### config.mk
export PLATFORM = sky130hd
export DESIGN_NAME = tick_driven_time_of_day_clock_unit_flat
export DESIGN_NICKNAME = d
export VERILOG_FILES = /design/src/rtl/tdtc_pkg.sv /design/src/rtl/tdtc_if.sv /design/src/rtl/tdtc_div.sv /design/src/rtl/tdtc_datapath.sv /design/src/rtl/tdtc_ctrl.sv /design/src/rtl/tick_driven_time_of_day_clock_unit.sv /design/src/flat_wrapper.sv
export SDC_FILE = /design/constraint.sdc
export NUM_CORES = 2
export LEC_CHECK = 0
export BUFFER_PORTS_ARGS = -buffer_cell sky130_fd_sc_hd__buf_2
export CAP_MARGIN = 20
export CORE_MARGIN = 2
export CORE_UTILIZATION = 50
export DETAILED_ROUTE_END_ITERATION = 16
export GPL_ROUTABILITY_DRIVEN = 0
export HOLD_SLACK_MARGIN = 0.12
export PLACE_DENSITY_LB_ADDON = 0.15
export SLEW_MARGIN = 20
export SYNTH_ARGS = -nofsm -noshare
export SYNTH_HDL_FRONTEND = slang
export SYNTH_SLANG_ARGS = --single-unit
### constraint.sdc
create_clock -name clk_i -period 11.5 [get_ports clk_i]
set_input_delay 0.575 -clock clk_i [delete_from_list [all_inputs] [get_ports clk_i]]
set_output_delay 0.575 -clock clk_i [all_outputs]
set_load 0.01 [all_outputs]
### src/rtl/tdtc_pkg.sv
`timescale 1ns / 1ps
// ----------------------------------------------------------------------------
// Time-of-day clock package
// Shared widths, constants, codes and controller/datapath command types.
// ----------------------------------------------------------------------------
package tdtc_pkg;

  localparam int unsigned TickWidthDef = 32;
  localparam int unsigned SecW         = 32;
  localparam int unsigned NsW          = 30;
  localparam int unsigned RateW        = 20;
  localparam int unsigned OpW          = 2;
  localparam int unsigned CfgAddrW     = 2;
  localparam int unsigned CfgDataW     = 32;

  localparam int unsigned LagFW    = NsW + 1;
  localparam int unsigned ProdW    = SecW + NsW;
  localparam int unsigned NsTotW   = NsW + RateW + 1;
  localparam int unsigned NsDivW   = 52;
  localparam int unsigned NsSteps  = NsDivW / 2;
  localparam int unsigned SkipSumW = SecW + RateW + 1;

  localparam logic [NsW-1:0]   NsPerSec       = 30'd1000000000;
  localparam logic [NsW-1:0]   NsMax          = 30'd999999999;
  localparam logic [RateW-1:0] RateReset      = 20'd100;
  localparam logic [NsW-1:0]   NsPerTickReset = 30'd10000000;

  typedef enum logic [OpW-1:0] {
    OP_READ = 2'd0,
    OP_SYNC = 2'd1,
    OP_PEEK = 2'd2
  } op_e;

  typedef enum logic [CfgAddrW-1:0] {
    CFG_TICK_RATE   = 2'd0,
    CFG_NS_PER_TICK = 2'd1
  } cfg_reg_e;

  typedef enum logic [3:0] {
    ST_IDLE,
    ST_READ_CHK,
    ST_DIV_SECS,
    ST_MUL_NS,
    ST_LOAD_NS,
    ST_DIV_NS,
    ST_FIN_READ,
    ST_SYNC_CHK,
    ST_MUL_FRAC,
    ST_LOAD_FRAC,
    ST_DIV_FRAC,
    ST_FIN_SYNC,
    ST_DONE
  } state_e;

  typedef enum logic [3:0] {
    DP_NOP,
    DP_CAPTURE,
    DP_READ_CHK,
    DP_DIV_STEP,
    DP_READ_MUL,
    DP_READ_LOAD,
    DP_READ_FIN,
    DP_SYNC_CHK,
    DP_SYNC_MUL,
    DP_SYNC_LOAD,
    DP_SYNC_FIN,
    DP_RESULT
  } dp_op_e;

  typedef struct packed {
    dp_op_e op;
  } dp_cmd_t;

  typedef struct packed {
    logic elapsed_zero;
    logic skip_absorbs;
    logic sync_ahead;
  } dp_status_t;

endpackage

### src/rtl/tdtc_if.sv
`timescale 1ns / 1ps
// ----------------------------------------------------------------------------
// Time-of-day clock channels
// Request, response and register write channels with valid/ready handshake.
// ----------------------------------------------------------------------------
interface tdtc_req_if #(
  parameter int unsigned TickWidth = tdtc_pkg::TickWidthDef
);
  logic                        valid;
  logic                        ready;
  logic [tdtc_pkg::OpW-1:0]    operation;
  logic [TickWidth-1:0]        tick_count;
  logic [tdtc_pkg::SecW-1:0]   ref_seconds;
  logic [tdtc_pkg::NsW-1:0]    ref_nanoseconds;

  modport source (output valid, operation, tick_count, ref_seconds, ref_nanoseconds,
                  input ready);
  modport sink   (input valid, operation, tick_count, ref_seconds, ref_nanoseconds,
                  output ready);
endinterface

interface tdtc_rsp_if;
  logic                      valid;
  logic                      ready;
  logic [tdtc_pkg::SecW-1:0] time_seconds;
  logic [tdtc_pkg::NsW-1:0]  time_nanoseconds;

  modport source (output valid, time_seconds, time_nanoseconds, input ready);
  modport sink   (input valid, time_seconds, time_nanoseconds, output ready);
endinterface

interface tdtc_cfg_if;
  logic                          valid;
  logic                          ready;
  logic [tdtc_pkg::CfgAddrW-1:0] addr;
  logic [tdtc_pkg::CfgDataW-1:0] wdata;

  modport source (output valid, addr, wdata, input ready);
  modport sink   (input valid, addr, wdata, output ready);
endinterface

### src/rtl/tdtc_div.sv
`timescale 1ns / 1ps
// ----------------------------------------------------------------------------
// Serial divider
// Restoring divider, two quotient bits per cycle, shared by all divisions.
// ----------------------------------------------------------------------------
module tdtc_div #(
  parameter int unsigned DivW = 64
) (
  input  logic                     clk_i,
  input  logic                     load_i,
  input  logic                     step_i,
  input  logic [DivW-1:0]          dividend_i,
  input  logic [tdtc_pkg::NsW-1:0] divisor_i,
  output logic [DivW-1:0]          quotient_o,
  output logic [tdtc_pkg::NsW-1:0] remainder_o
);
  import tdtc_pkg::*;

  function automatic logic [NsW:0] div_bit(input logic [NsW-1:0] rem,
                                           input logic           din,
                                           input logic [NsW-1:0] dsr);
    logic [NsW:0] trial;
    logic [NsW:0] diff;
    trial = {rem, din};
    diff  = trial - {1'b0, dsr};
    if (trial >= {1'b0, dsr}) begin
      return {1'b1, diff[NsW-1:0]};
    end
    return {1'b0, trial[NsW-1:0]};
  endfunction

  logic [DivW-1:0] acc_q, acc_d;
  logic [NsW-1:0]  rem_q, rem_d;
  logic [NsW-1:0]  dsr_q, dsr_d;
  logic [NsW:0]    hi_res;
  logic [NsW:0]    lo_res;

  always_comb begin
    hi_res = div_bit(rem_q, acc_q[DivW-1], dsr_q);
    lo_res = div_bit(hi_res[NsW-1:0], acc_q[DivW-2], dsr_q);
    acc_d  = acc_q;
    rem_d  = rem_q;
    dsr_d  = dsr_q;
    if (load_i) begin
      acc_d = dividend_i;
      rem_d = '0;
      dsr_d = divisor_i;
    end else if (step_i) begin
      acc_d = {acc_q[DivW-3:0], hi_res[NsW], lo_res[NsW]};
      rem_d = lo_res[NsW-1:0];
    end
  end

  always_ff @(posedge clk_i) begin
    acc_q <= acc_d;
    rem_q <= rem_d;
    dsr_q <= dsr_d;
  end

  assign quotient_o  = acc_q;
  assign remainder_o = rem_q;

endmodule

### src/rtl/tdtc_datapath.sv
`timescale 1ns / 1ps
// ----------------------------------------------------------------------------
// Time-of-day clock datapath
// Clock state, skip counter, shared multiplier and divider, response register.
// ----------------------------------------------------------------------------
module tdtc_datapath #(
  parameter int unsigned TickWidth = tdtc_pkg::TickWidthDef
) (
  input  logic                          clk_i,
  input  logic                          rst_ni,
  input  tdtc_pkg::dp_cmd_t             cmd_i,
  output tdtc_pkg::dp_status_t          status_o,
  input  logic [TickWidth-1:0]          tick_count_i,
  input  logic [tdtc_pkg::SecW-1:0]     ref_seconds_i,
  input  logic [tdtc_pkg::NsW-1:0]      ref_nanoseconds_i,
  input  logic                          cfg_we_i,
  input  logic [tdtc_pkg::CfgAddrW-1:0] cfg_addr_i,
  input  logic [tdtc_pkg::CfgDataW-1:0] cfg_wdata_i,
  output logic [tdtc_pkg::SecW-1:0]     time_seconds_o,
  output logic [tdtc_pkg::NsW-1:0]      time_nanoseconds_o
);
  import tdtc_pkg::*;

  localparam int unsigned Steps1 = (TickWidth + 1) / 2;
  localparam int unsigned W1     = 2 * Steps1;
  localparam int unsigned DivW   = (W1 > NsDivW) ? W1 : NsDivW;
  localparam int unsigned CmpW   = (TickWidth > SecW) ? TickWidth : SecW;

  logic [RateW-1:0]     rate_q, rate_d;
  logic [NsW-1:0]       nspt_q, nspt_d;
  logic [SecW-1:0]      cs_q, cs_d;
  logic [NsW-1:0]       cns_q, cns_d;
  logic [TickWidth-1:0] last_q, last_d;
  logic [SecW-1:0]      skip_q, skip_d;

  logic [TickWidth-1:0] now_q, now_d;
  logic [SecW-1:0]      rs_q, rs_d;
  logic [NsW-1:0]       rns_q, rns_d;
  logic [SecW-1:0]      lag_s_q, lag_s_d;
  logic [LagFW-1:0]     lag_f_q, lag_f_d;
  logic [ProdW-1:0]     prod_q, prod_d;
  logic [SecW-1:0]      secs_q, secs_d;
  logic [SecW-1:0]      tsec_q, tsec_d;
  logic [NsW-1:0]       tns_q, tns_d;

  logic [TickWidth-1:0] elapsed;
  logic [CmpW-1:0]      elapsed_x;
  logic [CmpW-1:0]      skip_x;
  logic [TickWidth-1:0] elapsed_eff;
  logic [SecW-1:0]      skip_left;
  logic                 elapsed_zero;
  logic                 skip_absorbs;
  logic [RateW-1:0]     rate_eff;
  logic [NsW-1:0]       rns_sat;
  logic                 ahead;
  logic                 frac_borrow;
  logic [SecW-1:0]      lag_s;
  logic [LagFW-1:0]     lag_f;
  logic [SecW-1:0]      mul_a;
  logic [NsW-1:0]       mul_b;
  logic [ProdW-1:0]     mul_p;
  logic [NsTotW-1:0]    ns_total;
  logic [SkipSumW-1:0]  skip_sum;

  logic                 div_load;
  logic                 div_step;
  logic [DivW-1:0]      div_dividend;
  logic [NsW-1:0]       div_divisor;
  logic [DivW-1:0]      div_quo;
  logic [NsW-1:0]       div_rem;

  tdtc_div #(
    .DivW(DivW)
  ) u_div (
    .clk_i      (clk_i),
    .load_i     (div_load),
    .step_i     (div_step),
    .dividend_i (div_dividend),
    .divisor_i  (div_divisor),
    .quotient_o (div_quo),
    .remainder_o(div_rem)
  );

  always_comb begin
    elapsed      = now_q - last_q;
    elapsed_x    = CmpW'(elapsed);
    skip_x       = CmpW'(skip_q);
    elapsed_zero = (elapsed == '0);
    skip_absorbs = (skip_q != '0) && (elapsed_x < skip_x);
    elapsed_eff  = TickWidth'(elapsed_x - skip_x);
    skip_left    = SecW'(skip_x - elapsed_x);
    rate_eff     = (rate_q == '0) ? RateW'(1) : rate_q;

    rns_sat     = (rns_q >= NsPerSec) ? NsMax : rns_q;
    ahead       = (rs_q > cs_q) || ((rs_q == cs_q) && (rns_sat >= cns_q));
    frac_borrow = (cns_q < rns_sat);
    lag_s       = cs_q - rs_q - SecW'(frac_borrow);
    lag_f       = {1'b0, cns_q} + (frac_borrow ? {1'b0, NsPerSec} : LagFW'(0))
                  - {1'b0, rns_sat};

    case (cmd_i.op)
      DP_READ_MUL: begin
        mul_a = SecW'(div_rem[RateW-1:0]);
        mul_b = nspt_q;
      end
      DP_SYNC_MUL: begin
        mul_a = SecW'(lag_f_q);
        mul_b = NsW'(rate_eff);
      end
      default: begin
        mul_a = lag_s_q;
        mul_b = NsW'(rate_eff);
      end
    endcase
    mul_p = ProdW'(mul_a) * ProdW'(mul_b);

    ns_total = NsTotW'(cns_q) + NsTotW'(prod_q[NsW+RateW-1:0]);
    skip_sum = SkipSumW'(prod_q[SecW+RateW-1:0]) + SkipSumW'(div_quo[NsDivW-1:0]);
  end

  always_comb begin
    div_load     = 1'b0;
    div_step     = (cmd_i.op == DP_DIV_STEP);
    div_dividend = DivW'(elapsed_eff) << (DivW - W1);
    div_divisor  = NsW'(rate_eff);
    case (cmd_i.op)
      DP_READ_CHK: begin
        div_load = !elapsed_zero && !skip_absorbs;
      end
      DP_READ_LOAD: begin
        div_load     = 1'b1;
        div_dividend = DivW'(ns_total) << (DivW - NsDivW);
        div_divisor  = NsPerSec;
      end
      DP_SYNC_LOAD: begin
        div_load     = 1'b1;
        div_dividend = DivW'(prod_q[NsTotW-1:0]) << (DivW - NsDivW);
        div_divisor  = NsPerSec;
      end
      default: begin
      end
    endcase
  end

  always_comb begin
    rate_d  = rate_q;
    nspt_d  = nspt_q;
    cs_d    = cs_q;
    cns_d   = cns_q;
    last_d  = last_q;
    skip_d  = skip_q;
    now_d   = now_q;
    rs_d    = rs_q;
    rns_d   = rns_q;
    lag_s_d = lag_s_q;
    lag_f_d = lag_f_q;
    prod_d  = prod_q;
    secs_d  = secs_q;
    tsec_d  = tsec_q;
    tns_d   = tns_q;

    if (cfg_we_i) begin
      case (cfg_reg_e'(cfg_addr_i))
        CFG_TICK_RATE:   rate_d = cfg_wdata_i[RateW-1:0];
        CFG_NS_PER_TICK: nspt_d = cfg_wdata_i[NsW-1:0];
        default: begin
        end
      endcase
    end

    case (cmd_i.op)
      DP_CAPTURE: begin
        now_d = tick_count_i;
        rs_d  = ref_seconds_i;
        rns_d = ref_nanoseconds_i;
      end
      DP_READ_CHK: begin
        if (!elapsed_zero) begin
          last_d = now_q;
          skip_d = skip_absorbs ? skip_left : '0;
        end
      end
      DP_READ_MUL: begin
        secs_d = div_quo[SecW-1:0];
        prod_d = mul_p;
      end
      DP_READ_FIN: begin
        cns_d = div_rem;
        cs_d  = cs_q + secs_q + div_quo[SecW-1:0];
      end
      DP_SYNC_CHK: begin
        last_d  = now_q;
        lag_s_d = lag_s;
        lag_f_d = lag_f;
        if (ahead) begin
          cs_d   = rs_q;
          cns_d  = rns_sat;
          skip_d = '0;
        end
      end
      DP_SYNC_MUL, DP_SYNC_LOAD: begin
        prod_d = mul_p;
      end
      DP_SYNC_FIN: begin
        skip_d = (skip_sum[SkipSumW-1:SecW] != '0) ? '1 : skip_sum[SecW-1:0];
      end
      DP_RESULT: begin
        tsec_d = cs_q;
        tns_d  = cns_q;
      end
      default: begin
      end
    endcase
  end

  always_ff @(posedge clk_i or negedge rst_ni) begin
    if (!rst_ni) begin
      rate_q <= RateReset;
      nspt_q <= NsPerTickReset;
      cs_q   <= '0;
      cns_q  <= '0;
      last_q <= '0;
      skip_q <= '0;
    end else begin
      rate_q <= rate_d;
      nspt_q <= nspt_d;
      cs_q   <= cs_d;
      cns_q  <= cns_d;
      last_q <= last_d;
      skip_q <= skip_d;
    end
  end

  always_ff @(posedge clk_i) begin
    now_q   <= now_d;
    rs_q    <= rs_d;
    rns_q   <= rns_d;
    lag_s_q <= lag_s_d;
    lag_f_q <= lag_f_d;
    prod_q  <= prod_d;
    secs_q  <= secs_d;
    tsec_q  <= tsec_d;
    tns_q   <= tns_d;
  end

  assign status_o.elapsed_zero = elapsed_zero;
  assign status_o.skip_absorbs = skip_absorbs;
  assign status_o.sync_ahead   = ahead;
  assign time_seconds_o        = tsec_q;
  assign time_nanoseconds_o    = tns_q;

endmodule

### src/rtl/tdtc_ctrl.sv
`timescale 1ns / 1ps
// ----------------------------------------------------------------------------
// Time-of-day clock controller
// Sequences read and sync requests through the datapath, owns response valid.
// ----------------------------------------------------------------------------
module tdtc_ctrl #(
  parameter int unsigned TickWidth = tdtc_pkg::TickWidthDef
) (
  input  logic                     clk_i,
  input  logic                     rst_ni,
  input  logic                     req_valid_i,
  input  logic [tdtc_pkg::OpW-1:0] req_operation_i,
  output logic                     req_ready_o,
  output logic                     rsp_valid_o,
  input  logic                     rsp_ready_i,
  input  tdtc_pkg::dp_status_t     status_i,
  output tdtc_pkg::dp_cmd_t        cmd_o
);
  import tdtc_pkg::*;

  localparam int unsigned Steps1   = (TickWidth + 1) / 2;
  localparam int unsigned MaxSteps = (Steps1 > NsSteps) ? Steps1 : NsSteps;
  localparam int unsigned CntW     = $clog2(MaxSteps);

  state_e          state_q, state_d;
  logic [CntW-1:0] cnt_q, cnt_d;
  logic            rsp_valid_q, rsp_valid_d;
  logic            rsp_free;

  assign rsp_free = !rsp_valid_q || rsp_ready_i;

  always_comb begin
    state_d = state_q;
    cnt_d   = cnt_q;
    case (state_q)
      ST_IDLE: begin
        if (req_valid_i) begin
          case (req_operation_i)
            OP_READ: state_d = ST_READ_CHK;
            OP_SYNC: state_d = ST_SYNC_CHK;
            default: state_d = ST_DONE;
          endcase
        end
      end
      ST_READ_CHK: begin
        if (status_i.elapsed_zero || status_i.skip_absorbs) begin
          state_d = ST_DONE;
        end else begin
          state_d = ST_DIV_SECS;
          cnt_d   = CntW'(Steps1 - 1);
        end
      end
      ST_DIV_SECS: begin
        cnt_d = cnt_q - 1'b1;
        if (cnt_q == '0) begin
          state_d = ST_MUL_NS;
        end
      end
      ST_MUL_NS: begin
        state_d = ST_LOAD_NS;
      end
      ST_LOAD_NS: begin
        state_d = ST_DIV_NS;
        cnt_d   = CntW'(NsSteps - 1);
      end
      ST_DIV_NS: begin
        cnt_d = cnt_q - 1'b1;
        if (cnt_q == '0) begin
          state_d = ST_FIN_READ;
        end
      end
      ST_FIN_READ: begin
        state_d = ST_DONE;
      end
      ST_SYNC_CHK: begin
        state_d = status_i.sync_ahead ? ST_DONE : ST_MUL_FRAC;
      end
      ST_MUL_FRAC: begin
        state_d = ST_LOAD_FRAC;
      end
      ST_LOAD_FRAC: begin
        state_d = ST_DIV_FRAC;
        cnt_d   = CntW'(NsSteps - 1);
      end
      ST_DIV_FRAC: begin
        cnt_d = cnt_q - 1'b1;
        if (cnt_q == '0) begin
          state_d = ST_FIN_SYNC;
        end
      end
      ST_FIN_SYNC: begin
        state_d = ST_DONE;
      end
      ST_DONE: begin
        if (rsp_free) begin
          state_d = ST_IDLE;
        end
      end
      default: begin
        state_d = ST_IDLE;
      end
    endcase
  end

  always_comb begin
    cmd_o.op    = DP_NOP;
    req_ready_o = 1'b0;
    rsp_valid_d = rsp_valid_q && !rsp_ready_i;
    case (state_q)
      ST_IDLE: begin
        req_ready_o = 1'b1;
        if (req_valid_i) begin
          cmd_o.op = DP_CAPTURE;
        end
      end
      ST_READ_CHK:  cmd_o.op = DP_READ_CHK;
      ST_DIV_SECS:  cmd_o.op = DP_DIV_STEP;
      ST_MUL_NS:    cmd_o.op = DP_READ_MUL;
      ST_LOAD_NS:   cmd_o.op = DP_READ_LOAD;
      ST_DIV_NS:    cmd_o.op = DP_DIV_STEP;
      ST_FIN_READ:  cmd_o.op = DP_READ_FIN;
      ST_SYNC_CHK:  cmd_o.op = DP_SYNC_CHK;
      ST_MUL_FRAC:  cmd_o.op = DP_SYNC_MUL;
      ST_LOAD_FRAC: cmd_o.op = DP_SYNC_LOAD;
      ST_DIV_FRAC:  cmd_o.op = DP_DIV_STEP;
      ST_FIN_SYNC:  cmd_o.op = DP_SYNC_FIN;
      ST_DONE: begin
        if (rsp_free) begin
          cmd_o.op    = DP_RESULT;
          rsp_valid_d = 1'b1;
        end
      end
      default: begin
      end
    endcase
  end

  always_ff @(posedge clk_i or negedge rst_ni) begin
    if (!rst_ni) begin
      state_q     <= ST_IDLE;
      cnt_q       <= '0;
      rsp_valid_q <= 1'b0;
    end else begin
      state_q     <= state_d;
      cnt_q       <= cnt_d;
      rsp_valid_q <= rsp_valid_d;
    end
  end

  assign rsp_valid_o = rsp_valid_q;

endmodule

### src/rtl/tick_driven_time_of_day_clock_unit.sv
`timescale 1ns / 1ps
// ----------------------------------------------------------------------------
// Tick-driven time-of-day clock
// Seconds/nanoseconds clock advanced from a free-running tick counter.
// ----------------------------------------------------------------------------
// Usage:
//   req_i carries one request: read (advance from tick_count), sync (load or
//   slew toward ref_seconds/ref_nanoseconds) or peek. rsp_o returns the clock
//   after every request, one response per request, in order. cfg_i writes
//   tick_rate (addr 0) and ns_per_tick (addr 1) and is always ready; the user
//   writes it only while no request is in flight, not enforced by the block.
// Steps, accept to response valid (divider: two quotient bits per cycle):
//   peek: capture, result; read with no elapsed ticks or ticks absorbed by a
//   skip, or sync ahead of the clock: capture, check, result; sync behind:
//   capture, check, multiply, load, division, skip update, result; full read:
//   capture, check, division, multiply, load, division, finish, result.
// Throughput: one request at a time; a new request is taken as soon as the
//   previous one has moved into the response register.
// Reset: clock, last tick and skip clear; tick_rate 100, ns_per_tick 1e7.
// Stall: a response held by rsp_o.ready keeps the next request parked in its
//   final state until the response register frees.
// ----------------------------------------------------------------------------
module tick_driven_time_of_day_clock_unit #(
  parameter int unsigned TickWidth = tdtc_pkg::TickWidthDef
) (
  input  logic       clk_i,
  input  logic       rst_ni,
  tdtc_req_if.sink   req_i,
  tdtc_rsp_if.source rsp_o,
  tdtc_cfg_if.sink   cfg_i
);
  import tdtc_pkg::*;

  dp_cmd_t    cmd;
  dp_status_t status;
  logic       req_ready;
  logic       rsp_valid;

  tdtc_ctrl #(
    .TickWidth(TickWidth)
  ) u_ctrl (
    .clk_i          (clk_i),
    .rst_ni         (rst_ni),
    .req_valid_i    (req_i.valid),
    .req_operation_i(req_i.operation),
    .req_ready_o    (req_ready),
    .rsp_valid_o    (rsp_valid),
    .rsp_ready_i    (rsp_o.ready),
    .status_i       (status),
    .cmd_o          (cmd)
  );

  tdtc_datapath #(
    .TickWidth(TickWidth)
  ) u_datapath (
    .clk_i             (clk_i),
    .rst_ni            (rst_ni),
    .cmd_i             (cmd),
    .status_o          (status),
    .tick_count_i      (req_i.tick_count),
    .ref_seconds_i     (req_i.ref_seconds),
    .ref_nanoseconds_i (req_i.ref_nanoseconds),
    .cfg_we_i          (cfg_i.valid),
    .cfg_addr_i        (cfg_i.addr),
    .cfg_wdata_i       (cfg_i.wdata),
    .time_seconds_o    (rsp_o.time_seconds),
    .time_nanoseconds_o(rsp_o.time_nanoseconds)
  );

  assign req_i.ready = req_ready;
  assign rsp_o.valid = rsp_valid;
  assign cfg_i.ready = 1'b1;

endmodule

### src/flat_wrapper.sv
// flat-port wrapper written by rule: the top's interface ports become plain ports
module tick_driven_time_of_day_clock_unit_flat import tdtc_pkg::*;
#(
  parameter int unsigned TickWidth = tdtc_pkg::TickWidthDef
)
  (clk_i, rst_ni, req_i_valid, req_i_operation, req_i_tick_count, req_i_ref_seconds, req_i_ref_nanoseconds, req_i_ready, rsp_o_valid, rsp_o_time_seconds, rsp_o_time_nanoseconds, rsp_o_ready, cfg_i_valid, cfg_i_addr, cfg_i_wdata, cfg_i_ready);
  tdtc_req_if #(.TickWidth(TickWidth)) req_i_i ();
  tdtc_rsp_if rsp_o_i ();
  tdtc_cfg_if cfg_i_i ();
  input  logic clk_i;
  input  logic rst_ni;
  input wire logic [$bits(req_i_i.valid)-1:0] req_i_valid;
  input wire logic [$bits(req_i_i.operation)-1:0] req_i_operation;
  input wire logic [$bits(req_i_i.tick_count)-1:0] req_i_tick_count;
  input wire logic [$bits(req_i_i.ref_seconds)-1:0] req_i_ref_seconds;
  input wire logic [$bits(req_i_i.ref_nanoseconds)-1:0] req_i_ref_nanoseconds;
  output wire logic [$bits(req_i_i.ready)-1:0] req_i_ready;
  output wire logic [$bits(rsp_o_i.valid)-1:0] rsp_o_valid;
  output wire logic [$bits(rsp_o_i.time_seconds)-1:0] rsp_o_time_seconds;
  output wire logic [$bits(rsp_o_i.time_nanoseconds)-1:0] rsp_o_time_nanoseconds;
  input wire logic [$bits(rsp_o_i.ready)-1:0] rsp_o_ready;
  input wire logic [$bits(cfg_i_i.valid)-1:0] cfg_i_valid;
  input wire logic [$bits(cfg_i_i.addr)-1:0] cfg_i_addr;
  input wire logic [$bits(cfg_i_i.wdata)-1:0] cfg_i_wdata;
  output wire logic [$bits(cfg_i_i.ready)-1:0] cfg_i_ready;
  assign req_i_i.valid = req_i_valid;
  assign req_i_i.operation = req_i_operation;
  assign req_i_i.tick_count = req_i_tick_count;
  assign req_i_i.ref_seconds = req_i_ref_seconds;
  assign req_i_i.ref_nanoseconds = req_i_ref_nanoseconds;
  assign req_i_ready = req_i_i.ready;
  assign rsp_o_valid = rsp_o_i.valid;
  assign rsp_o_time_seconds = rsp_o_i.time_seconds;
  assign rsp_o_time_nanoseconds = rsp_o_i.time_nanoseconds;
  assign rsp_o_i.ready = rsp_o_ready;
  assign cfg_i_i.valid = cfg_i_valid;
  assign cfg_i_i.addr = cfg_i_addr;
  assign cfg_i_i.wdata = cfg_i_wdata;
  assign cfg_i_ready = cfg_i_i.ready;
  tick_driven_time_of_day_clock_unit #(.TickWidth(TickWidth)) u_core (.clk_i(clk_i), .rst_ni(rst_ni), .req_i(req_i_i), .rsp_o(rsp_o_i), .cfg_i(cfg_i_i));
endmodule
==> impl_metrics.tcl <==
set metrics [dict create \
    synth_edf_count 376 \
    fmax_mhz 95.1 \
    die_h_um 380 \
    core-area_um2 140000 \
    finalSetupViolCount 0 \
    rsz0062_at_grt "false" \
    synthCells 7743 \
    synthTopCellsByCount "inv_1 (1173), fa_1 (864), nand2_1 (852), nor2_1 (797), ha_1 (591)" \
    grt_pass1_vias 57600 \
    r2r.worst_path.cells 32 \
    grtUsageMet2_pct 50.0 \
    worst-path-stages 32 \
    die_x_um 380 \
    critPathMaxFanout 29 \
    cts_root_buf "clkbuf_16" \
    via_per_inst 5.93 \
    rows 137 \
    required_ns 11.89 \
    wl_per_cell_um 24.6 \
    grt_start_max_net_pins 81 \
    end_kind "register" \
    start_util_pct 50.6 \
    reg2reg_from "u_core.u_ctrl.state_q[2]" \
    crit_top_cell "fa_1" \
    drt-total-wl_mm 245 \
    worst-setup-path-type "reg2reg" \
    post_cts_resized 0 \
    post-route-period-util_pct 91.4 \
    yosysMostFrequentCell "inv_1" \
    synth_top_cell_by_area "fa_1" \
    cts_tree "built" \
    endpoint "u_core.u_datapath.prod_q[51]" \
    vias 59000 \
    synthArstFlopShare_pct 31.4 \
    drv_cap 0 \
    synth_top_area_share_pct 24.5 \
    cts.clk_slew.worst_paths_ns 0.06 \
    first_iter_violations 6058 \
    syn_to_final_growth_pct 9.98 \
    dieArea_um2 144000 \
    gr-total-overflow 0 \
    globalRouteMet3Util_pct 9.92 \
    drive_above_1_share_pct 7.52 \
    worst_pin_slew_ns 1.20 \
    finalHoldViolations 0 \
    hpwl_mm 197 \
    grt_pass1_wl_mm 363 \
    synth_seq_area_share_pct 23.4 \
    ys_seq_elements 592 \
    yosysUniqueCellTypes 109 \
    drt_first_pass_iters 6 \
    syn_area_per_cell_um2 9.13 \
    crit_slowest_cell "and2_1" \
    clock-sinks 592 \
    ant_nets 0 \
    synth_area_leaders "fa_1 (24%), edfxtp_1 (16%), ha_1 (10%)" \
    ios 200 \
    fin_worst_skew_ns 0.0390 \
    drc 0 \
    cts_max_path_buffers 3 \
    r2r_slack_ns 0.99 \
    finalCriticalPeriod_ns 10.51 \
    hp-class "in2reg" \
    crit_start "u_core.u_ctrl.state_q[2]" \
    top_usage_layer "met2" \
    hold_buffers 113 \
    clk_latency_ns 0.71 \
    synth_area_um2 70700 \
    max_stage_delay_ns 0.82 \
    numPortBuffers 196 \
    outcome "finished clean" \
    critPathTopFamily "adder cells" \
    reg2reg_to "u_core.u_datapath.prod_q[51]" \
    arrival_ns 10.90 \
    critical_path_buf_inv_count 5 \
    ys_warn_count 0 \
    grt_antenna_before_repair 19 \
    grt_use_total_pct 33.6 \
    fin_nets 9584 \
    setup_tns_ns 0 \
    ys_dominant_reg_cell "edfxtp_1" \
    start_kind "register" \
    h-tree-depth 3 \
    cts_buffers 72 \
    use_met1_pct 46.6 \
    post_cts_buffers 0 \
    maxSlewHeadroom_pct 18.6 \
    drv_slew 0 \
]
## cell families after synthesis
logic type | share of synthesized area (%)
flops | 23.4
simple gates | 14.0
mux | 1.57
buf+inv | 8.02
other cells | 0.0106
fa+ha+maj | 34.9
xor+xnor | 3.88
compound gates | 14.2
## metrics by stage
stage	cell area, µm²	instances	utilization (%)	setup slack [ns]	hold WS, ns
final	77800	9941	55.6	0.988	0.164
after global routing	77700	9930	55.6	0.648	0.159
after CTS	77700	9929	55.6	1.15	0.124
after detailed placement	74200	9682	53.0	1.20	0.476
after global placement	74100	9682	53.0	1.22	0.470
after floorplan	71000	7807	-	1.77	0.279
## worst min-delay path by stage
stage                           startpoint                      endpoint  slack [ns]  cells after the start
2_1_floorplan                       rst_ni        u_core.u_ctrl.cnt_q[0]        0.28                      0
3_3_place_gp   u_core.u_datapath.now_q[27]  u_core.u_datapath.last_q[27]        0.47                      2
3_5_place_dp    u_core.u_datapath.now_q[8]   u_core.u_datapath.last_q[8]        0.48                      2
4_1_cts                     cfg_i_wdata[9]   u_core.u_datapath.rate_q[9]        0.12                      2
5_1_grt                     cfg_i_wdata[9]   u_core.u_datapath.nspt_q[9]        0.16                      2
6_report                   cfg_i_wdata[18]  u_core.u_datapath.nspt_q[18]        0.16                      2
## sequential cells by signal, summed over array words and instances, names as in the netlist, 31 cells and up
| register | flops |
|---|---|
| u_core.u_datapath.last_q | 32 |
| u_core.u_datapath.lag_s_q | 32 |
| u_core.u_datapath.skip_q | 32 |
| u_core.u_datapath.rs_q | 32 |
| u_core.u_datapath.time_seconds_o | 32 |
| u_core.u_datapath.cs_q | 32 |
| u_core.u_datapath.prod_q | 52 |
| u_core.u_datapath.secs_q | 32 |
| u_core.u_datapath.u_div.quotient_o | 52 |
| u_core.u_datapath.now_q | 32 |
| u_core.u_datapath.lag_f_q | 31 |
## area by class of cell
class / instances / area, µm²
timing repair buffer: 434 / 3090
antenna: 11 / 27.5
inverter: 1176 / 4420
fill: 12600 / 62100
clock buffer: 96 / 2050
tap: 1876 / 2350
sequential: 592 / 16600
multi-input combinational: 5718 / 48900
clock inverter: 38 / 365
## metal layers
layer / vias to the layer above / routed length (µm)
li1: 26200 / -
met1: 29200 / 100000
met2: 3079 / 105000
met3: 467 / 30200
met4: 12 / 9960
met5: - / 80
## placed cells by master (no fill, tap or decap), types with 21 or more instances in the layout
cell           synthesis  routed
o21bai_1              54      54
o21ai_0              299     299
and3_1                69      68
and2_1                51      49
a211oi_1              63      63
inv_1               1173    1171
dfrtp_1              175     175
o21a_1                59      59
a31oi_1               84      84
a221o_1               22      22
buf_4                  2     122
nor2b_1               55      54
or3_1                 36      36
nand2_1              852     849
fa_1                 864     864
mux2i_1               48      34
buf_2                 16     195
o31ai_1               29      28
clkbuf_16              0      77
edfxtp_1             376     376
a22oi_1               55      54
dlygate4sd3_1          0     113
nor2_1               797     795
mux2_2                56      56
nor3_1                84      82
nand2b_1              54      54
nand4_1               55      55
dfxtp_1               30      30
nand3_1               76      75
xnor2_1              206     206
o211ai_1              38      38
xor2_1               107     107
a21o_1               146     146
o22ai_1               21      21
a21oi_1              423     423
ha_1                 591     591
conb_1                 2      66
nor4_1                36      35
Power is left out: the tool's default activity adds up to more than one toggle a clock period on the data nets, which glitch-free logic cannot reach.
